--- config.mk ---
export PLATFORM = sky130hd
export DESIGN_NAME = mips_execute_stage_alu
export DESIGN_NICKNAME = d
export VERILOG_FILES = /design/src/hdl/mesa_pkg.sv /design/src/hdl/mesa_alu.sv /design/src/hdl/mips_execute_stage_alu.sv
export SDC_FILE = /design/constraint.sdc
export NUM_CORES = 2
export LEC_CHECK = 0
export ABC_AREA = 0
export BUFFER_PORTS_ARGS = -buffer_cell sky130_fd_sc_hd__buf_2
export CAP_MARGIN = 20
export CORE_ASPECT_RATIO = 1.1
export CORE_MARGIN = 2
export CORE_UTILIZATION = 30
export CTS_CLUSTER_SIZE = 20
export DETAILED_ROUTE_END_ITERATION = 10
export PLACE_DENSITY_LB_ADDON = 0.05
export SYNTH_ARGS = -nofsm -noshare
export SYNTH_HDL_FRONTEND = slang
export SYNTH_SLANG_ARGS = --single-unit
export TNS_END_PERCENT = 1
--- constraint.sdc ---
create_clock -name clk -period 10.4 [get_ports clk]
set_input_delay 1.56 -clock clk [delete_from_list [all_inputs] [get_ports clk]]
set_output_delay 1.56 -clock clk [all_outputs]
set_load 0.02 [all_outputs]
--- src/hdl/mesa_pkg.sv ---
// shared types and constants for the mips execute stage alu
package mesa_pkg;

  localparam int unsigned WordBits   = 32;
  localparam int unsigned RegIdxBits = 5;
  localparam int unsigned OpBits     = 4;

  // packed stream widths, padded to whole bytes
  localparam int unsigned InDataBits  = 152;
  localparam int unsigned OutDataBits = 136;

  typedef enum logic [OpBits-1:0] {
    OP_SLL   = 4'd0,
    OP_SRL   = 4'd1,
    OP_MUL   = 4'd2,
    OP_ADD   = 4'd3,
    OP_SUB   = 4'd4,
    OP_AND   = 4'd5,
    OP_OR    = 4'd6,
    OP_BEQ   = 4'd7,
    OP_ADDI  = 4'd8,
    OP_SLTI  = 4'd9,
    OP_SLTIU = 4'd10,
    OP_ANDI  = 4'd11,
    OP_ORI   = 4'd12,
    OP_LUI   = 4'd13,
    OP_LW    = 4'd14,
    OP_SW    = 4'd15
  } op_t;

  typedef struct packed {
    op_t                   op_code;
    logic [WordBits-1:0]   rs_value;
    logic [WordBits-1:0]   rt_value;
    logic [WordBits-1:0]   immediate;
    logic [4:0]            shift_amount;
    logic [RegIdxBits-1:0] rt_index;
    logic [RegIdxBits-1:0] rd_index;
    logic [WordBits-1:0]   pc_value;
    logic                  use_immediate;
    logic                  dest_is_rd;
    logic                  writes_register;
  } instr_t;

  typedef struct packed {
    logic [WordBits-1:0]   exec_value;
    logic [WordBits-1:0]   product_high;
    logic                  is_multiply;
    logic                  branch_taken;
    logic [WordBits-1:0]   branch_target;
    logic [RegIdxBits-1:0] dest_index;
    logic [WordBits-1:0]   store_data;
    logic                  mark_busy;
  } result_t;

endpackage

--- src/hdl/mesa_alu.sv ---
// combinational execute datapath: alu, multiplier, branch target, destination select
module mesa_alu #(
  parameter int unsigned DATA_WIDTH = 32
) (
  input  mesa_pkg::instr_t  instr,
  output mesa_pkg::result_t result
);
  import mesa_pkg::*;

  localparam int unsigned W = DATA_WIDTH;
  // operands are 32-bit values zero-extended to the word; only a 32-bit word
  // sees their top bit as a sign
  localparam logic MulSigned = (DATA_WIDTH == 32);

  logic [W-1:0] rs_w;
  logic [W-1:0] rt_w;
  logic [W-1:0] imm_w;
  logic [W-1:0] opb_w;
  logic [W-1:0] sign_w;
  logic [W-1:0] res_w;
  logic         slt_s;
  logic         slt_u;
  logic         taken;
  logic signed [WordBits:0]     mul_a;
  logic signed [WordBits:0]     mul_b;
  logic signed [2*WordBits+1:0] prod;
  logic [2*WordBits+1:0]        prod_hi;
  logic [WordBits-1:0]          opb32;

  always_comb begin
    rs_w   = W'(instr.rs_value);
    rt_w   = W'(instr.rt_value);
    imm_w  = W'(instr.immediate);
    opb_w  = instr.use_immediate ? imm_w : rt_w;
    opb32  = instr.use_immediate ? instr.immediate : instr.rt_value;
    sign_w = {1'b1, {(W-1){1'b0}}};

    slt_s = (rs_w ^ sign_w) < (imm_w ^ sign_w);
    slt_u = rs_w < imm_w;

    // 33x33 signed product covers every word width in range
    mul_a   = {MulSigned & instr.rs_value[WordBits-1], instr.rs_value};
    mul_b   = {MulSigned & opb32[WordBits-1], opb32};
    prod    = mul_a * mul_b;
    prod_hi = $unsigned(prod) >> W;

    taken = 1'b0;
    case (instr.op_code)
      OP_SLL:                         res_w = opb_w << instr.shift_amount;
      OP_SRL:                         res_w = opb_w >> instr.shift_amount;
      OP_MUL:                         res_w = W'(prod[WordBits-1:0]);
      OP_ADD, OP_ADDI, OP_LW, OP_SW:  res_w = rs_w + opb_w;
      OP_SUB:                         res_w = rs_w - opb_w;
      OP_AND, OP_ANDI:                res_w = rs_w & opb_w;
      OP_OR, OP_ORI:                  res_w = rs_w | opb_w;
      OP_BEQ: begin
        res_w = '0;
        taken = (rs_w == opb_w);
      end
      OP_SLTI:                        res_w = W'(slt_s);
      OP_SLTIU:                       res_w = W'(slt_u);
      OP_LUI:                         res_w = W'({instr.immediate[15:0], 16'h0000});
      default:                        res_w = '0;
    endcase

    result.exec_value    = res_w[WordBits-1:0];
    result.is_multiply   = (instr.op_code == OP_MUL);
    result.product_high  = result.is_multiply ? prod_hi[WordBits-1:0] : '0;
    result.branch_taken  = taken;
    result.branch_target = instr.pc_value + {instr.immediate[WordBits-3:0], 2'b00};
    result.dest_index    = instr.dest_is_rd ? instr.rd_index : instr.rt_index;
    result.store_data    = instr.rt_value;
    result.mark_busy     = instr.writes_register;
  end

endmodule

--- src/hdl/mips_execute_stage_alu.sv ---
// top level of the mips execute stage: input register, alu, result register
//
// channel  | direction | tdata / tuser
// s_*      | in        | decoded instruction; op_code on tuser
// m_*      | out       | execute result; is_multiply on tuser
//
// one transaction accepted per cycle unless a stall on m_tready holds it off; a result
// reaches m_* through the input register, then the result register
// the multiplier and alu sit in one combinational pass between the two registers
// rst clears both valid flags; payload registers are not reset
// a stall on m_tready holds the result and, once the input register is full,
// drops s_tready the same cycle
module mips_execute_stage_alu #(
  parameter int unsigned DATA_WIDTH = 32
) (
  input  logic                                 clk,
  input  logic                                 rst,
  input  logic                                 s_tvalid,
  output logic                                 s_tready,
  // rs_value, rt_value, immediate, shift_amount, rt_index, rd_index,
  // pc_value, use_immediate, dest_is_rd, writes_register, zero pad
  input  logic [mesa_pkg::InDataBits-1:0]      s_tdata,
  // op_code
  input  logic [mesa_pkg::OpBits-1:0]          s_tuser,
  output logic                                 m_tvalid,
  input  logic                                 m_tready,
  // exec_value, product_high, branch_taken, branch_target, dest_index,
  // store_data, mark_busy, zero pad
  output logic [mesa_pkg::OutDataBits-1:0]     m_tdata,
  // is_multiply
  output logic                                 m_tuser
);
  import mesa_pkg::*;

  instr_t  in_item;
  instr_t  instr_q;
  logic    instr_valid;
  result_t alu_out;
  result_t result_q;
  logic    result_valid;
  logic    result_free;

  // unpack the instruction transaction
  always_comb begin
    in_item.op_code         = op_t'(s_tuser);
    in_item.rs_value        = s_tdata[31:0];
    in_item.rt_value        = s_tdata[63:32];
    in_item.immediate       = s_tdata[95:64];
    in_item.shift_amount    = s_tdata[100:96];
    in_item.rt_index        = s_tdata[105:101];
    in_item.rd_index        = s_tdata[110:106];
    in_item.pc_value        = s_tdata[142:111];
    in_item.use_immediate   = s_tdata[143];
    in_item.dest_is_rd      = s_tdata[144];
    in_item.writes_register = s_tdata[145];
  end

  // result register can take a new value when empty or being drained
  assign result_free = !result_valid || m_tready;
  assign s_tready    = !instr_valid || result_free;

  mesa_alu #(
    .DATA_WIDTH(DATA_WIDTH)
  ) u_alu (
    .instr (instr_q),
    .result(alu_out)
  );

  always_ff @(posedge clk) begin
    if (rst) begin
      instr_valid  <= 1'b0;
      result_valid <= 1'b0;
    end else begin
      if (s_tready) begin
        instr_valid <= s_tvalid;
      end
      if (result_free) begin
        result_valid <= instr_valid;
      end
    end
  end

  // payload registers
  always_ff @(posedge clk) begin
    if (s_tvalid && s_tready) begin
      instr_q <= in_item;
    end
    if (result_free && instr_valid) begin
      result_q <= alu_out;
    end
  end

  assign m_tvalid = result_valid;
  assign m_tuser  = result_q.is_multiply;
  assign m_tdata  = {1'b0,
                     result_q.mark_busy,
                     result_q.store_data,
                     result_q.dest_index,
                     result_q.branch_target,
                     result_q.branch_taken,
                     result_q.product_high,
                     result_q.exec_value};

endmodule
Yosys cells after proc, flatten, opt, wreduce, memory -nomap -nowiden
Cells that the tools add are included.
- add/sub/neg operators: 3
- $mul: 1
- $lt $le $gt $ge: 2
- equality and inequality tests: 16
- shifts and indexed selects: 2
- multiplexer cells: 3
- bitwise logic cells: 4
- reduce and logical (&&, ||, !) cells: 10
- operators with widths (cell ; number):
    one-hot mux 32 bit (11 select lines) ; 1
    adder 32 bit ; 2
    less-than comparator 32 bit ; 2
    multiplier 32 x 32 -> 64 bit ; 1
    bitwise AND 32 bit ; 1
    == test 32 bit ; 1
    == test 4 bit, second input constant ; 8
    two-way mux 32 bit ; 1
    OR 32 bit ; 1
    left shift 32 x 5 -> 32 bit ; 1
    right shift 32 x 5 -> 32 bit ; 1
    subtractor 32 bit ; 1
    == test 4 x 3 -> 1 bit, second input constant ; 4
    == test 4 x 2 -> 1 bit, second input constant ; 2
    two-way mux 5 bit ; 1
    == test 4 x 1 -> 1 bit, second input constant ; 1
    zero test 4 bit ; 1
    OR reduction 2 bit ; 2
    OR reduction 4 bit ; 1
    logical AND 1 bit ; 2
    zero test 1 bit ; 2
    logical OR 1 bit ; 2
    NOT 1 bit ; 2
- bits in registers: 288

Depth between registers and ports, before layout
- depth after elaboration: 4
- gate-level depth with buffers: 35

Cells and area by module
From an unflattened synthesis, not the netlist that was laid out.
- cell total of the unflattened synthesis: 5833
- area total of the unflattened synthesis: 54569.8 um2
- by module, submodules not included (module ; instances ; cells an instance ; area each (um2)):
    mesa_alu ; 1 ; 5535 ; 45866.5
    mips_execute_stage_alu ; 1 ; 298 ; 8703.3

Worst setup path before layout
Ideal clock, no wire load.
- path type: flip-flop to flip-flop
- from: reg instr_q[2] in the netlist's numbering
- to: reg result_q, in the netlist m_tdata[63], data pin
- setup time: 266 ps
- data arrival time: 8530 ps
- required time: 10134 ps
- setup slack: 1604 ps
- stages on the path, launching flop included: 33
- path buffers: 5
- period minus slack after synthesis: 8796 ps
- cell sequence: edfxtp_1 > buf_2 > buf_6 > buf_6 > mux2i_2 > clkbuf_1 > nor2_1 > ha_1 > inv_1 > fa_1 > inv_1 > fa_1 > fa_1 > inv_1 > fa_1 > inv_1 > fa_1 > inv_1 > fa_1 > inv_1 > fa_1 > ha_1 > clkbuf_1 > a21o_1 > a21o_1 > a221o_1 > a21oi_1 > o21bai_1 > a21oi_1 > o21ai_1 > a21oi_1 > xnor2_1 > nor2_1
- word-level cells in the longest chain between the ends: 2
- RTL lines (item ; line ; text):
    start: declaration ; mips_execute_stage_alu.sv:36 ; instr_t instr_q;
    start signal: assignment ; mips_execute_stage_alu.sv:86 ; instr_q <= in_item;
    two-way mux 32 bit ; mesa_alu.sv:35 ; opb32 = instr.use_immediate ? instr.immediate : instr.rt_value;
    multiplier 32 x 32 -> 64 bit ; mesa_alu.sv:44 ; prod = mul_a * mul_b;
    end signal: assignment ; mips_execute_stage_alu.sv:89 ; result_q <= alu_out;
    end: declaration ; mips_execute_stage_alu.sv:39 ; result_t result_q;
Every way passes these cells.
A chain may end at the register's enable or synchronous reset.

Worst setup path in the final report
- from: reg instr_q[2] in the netlist's numbering
- to: reg result_q, in the netlist m_tdata[56], data pin
The elaborated chain is that of the path after synthesis.

==> out/results.txt <==
Status -> complete, no violations
Vias in the first global route -> 46860
Post-synth top cells -> inv_1 (1140), fa_1 (1085), nor2_1 (740)
Mapped Avg Cell Area -> 9.44 sq um
Root Buffer -> clkbuf_16
Async SR Flop Fraction -> 0%
Pre-CTS WS -> 0.646 ns
IO buf count -> 291
Worst Slack Setup Final -> 0.745 ns
Layout area overhead -> 13.8%
Final worst path period need -> 9.66 ns
Most frequent cell after synthesis -> inv_1
Worst setup SP type -> flip-flop
HPWL after DPL -> 200 mm
Clock buffer depth -> 3
Top-area cell type share of the netlist area -> 40.1%
Netlist cell types -> 86
CTS clk-pin slew, worst paths -> 0.05 ns
DIE HEIGHT -> 450 um
Met2 Usage GRT -> 46.6%
Worst-path fanout max -> 20
Mapped Area -> 54100 sq um
DRT Pass-1 Iters -> 6
WL final -> 244 mm
Relative slew slack -> 25.7%
H-tree Lvls -> 2
Final nets -> 7703
Gr usage total -> 27.0%
Setup Crit Path Kind -> flip-flop to flip-flop
First-pass GRT wire length -> 353 mm
Routability cong. -> 0.967
Finished Core Util -> 34.4%
Maximum Capacitance Violations -> 0
Clock insertion delay at the later pin of the skew report -> 0.70 ns
Setup_tns -> 0 ns
Synth Flop Type -> edfxtp_1
Setup violations, final -> 0
Die Span X -> 409 um
Delay of the slowest critical-path stage -> 0.52 ns
Post-synthesis net count -> 7324
CTS tree -> yes
Top achievable clock speed -> 104 MHz
Drt drc -> 0
Vias -> 43143
Area leader, netlist -> fa_1
Final global-route overflow total -> 0
Yosys warning total -> 0
Largest net degree at the start of global routing -> 83
CTS Buf Count -> 39
Most frequent cell on the critical path -> fa_1
RSZ-0062 raised after global routing -> no
Initial core utilization -> 30.2%
Final Hold Slack -> 0.421 ns
Count of flip-flops with a built-in enable after synthesis -> 286
Gate Count Post-Synth -> 5737
Critical path required time -> 10.81 ns
DRT iter0 DRCs -> 3284
Routed len/inst -> 28.6 um
Final period util -> 92.8%
Largest cells by area after synthesis -> fa_1 (40%), edfxtp_1 (16%), ha_1 (7.9%), inv_1 (7.9%), nor2_1 (5.1%)
Via density -> 5.05
Worst Tran Pin Value -> 1.11 ns
Slowest cell on crit path -> fa_1
Share of layout cells above drive strength 1 -> 13.0%
Final Hold Fails -> 0
Max-slew violations -> 0
Antenna Nets Post-Route -> 0
Initial antenna violation count -> 36
Flop and latch count out of synthesis -> 288
Post-CTS Resized -> 0
Post-CTS setup buffers -> 0
Worst EP arrival -> 10.06 ns
Worst Skew -> 0.112 ns
Min-delay worst type -> flip-flop to flip-flop
Seq/Total Area, Yosys -> 15.9%
Busiest layer in global routing -> met2
Met1 Use GR -> 34.1%
GR Util met3 -> 2.79%
Core area -> 179000 sq um
Setup crit end kind -> flip-flop
Num rows -> 163
Hold-fix buffers, CTS -> 0
Io pins -> 299
Die Area -> 184000 sq um
Clock sinks -> 288
metrics by stage:
step / cells / area [sq um]
2_1_floorplan: 5737 / 54100
6_report: 8541 / 61600
3_3_place_gp: 8465 / 60400
3_5_place_dp: 8467 / 60400
5_1_grt: 8539 / 61600
4_1_cts: 8534 / 61600
cells in the final DEF (no fill, tap or decap), types with 19 or more instances in the layout:
master and n:
nand2b_1 20, inv_1 1139, nor2_1 740, mux2i_1 53, a21oi_1 178, nor3_1 43, a221o_1 21, ha_1 342
o21bai_1 34, edfxtp_1 286, o21a_1 19, nand3_1 26, mux2i_4 23, buf_2 291, o22ai_1 26, xnor2_1 67
o21ai_1 52, mux2_2 22, a21o_1 58, inv_2 24, a221oi_1 41, buf_4 318, nand2_1 623, mux4_2 23
xor2_1 32, o21ai_0 131, clkinv_1 23, o211ai_1 35, nand4_1 25, clkbuf_16 40, fa_1 1085
per-layer routing:
layer | vias to the layer above | routed length [um]
li1 | 18772 | -
met1 | 22790 | 100000
met2 | 1219 | 121000
met3 | 358 | 10100
met4 | 4 | 13400
met5 | - | 22
state kept, by name (all words and copies together), names as in the netlist:
name         cells
instr_q        150
instr_valid      1
m_tuser          1
m_tdata        135
m_tvalid         1
path summary, 6_finish.rpt:
kind,endpoint,slack [ns],depth (start not counted),startpoint
setup / recovery,m_tdata[56],0.74,32,instr_q[2]
hold / removal,m_tdata[65],0.42,0,instr_q[3]
setup reg to reg,m_tdata[56],0.74,32,instr_q[2]
hold reg to reg,m_tdata[65],0.42,0,instr_q[3]
critical path: cells and delay by family, from the launching register on:
family | cells | cell delay (ns)
buffers and inverters | 11 | 1.76
adders and majority gates | 10 | 4.20
muxes | 1 | 0.27
AOI/OAI and AO/OA | 6 | 1.71
DFF | 1 | 0.37
and+or+nand+nor | 4 | 0.97
cell families after synthesis:
| kind of cell | after synthesis | share of synthesized area [%] |
|---|---|---|
| and+or+nand+nor | 1571 | 11.8 |
| buffers and inverters | 1467 | 10.2 |
| adders and majority gates | 1427 | 48.0 |
| AOI/OAI and AO/OA | 755 | 9.17 |
| DFF | 288 | 15.9 |
| muxes | 129 | 3.24 |
| xor gates and xnor gates | 99 | 1.60 |
| other | 1 | 0.00693 |
final cells by class:
type | instances | area [sq um]
Timing Repair Buffer | 627 | 4200
Sequential cell | 288 | 8630
Clock inverter | 22 | 181
Inverter | 1178 | 4420
Multi-Input combinational cell | 3982 | 40200
Antenna cell | 7 | 17.5
Tap cell | 2392 | 2990
Fill cell | 18783 | 118000
Clock buffer | 45 | 1020
Power is left out: the tool's default activity adds up to more than one toggle a clock period on the data nets, which glitch-free logic cannot reach.
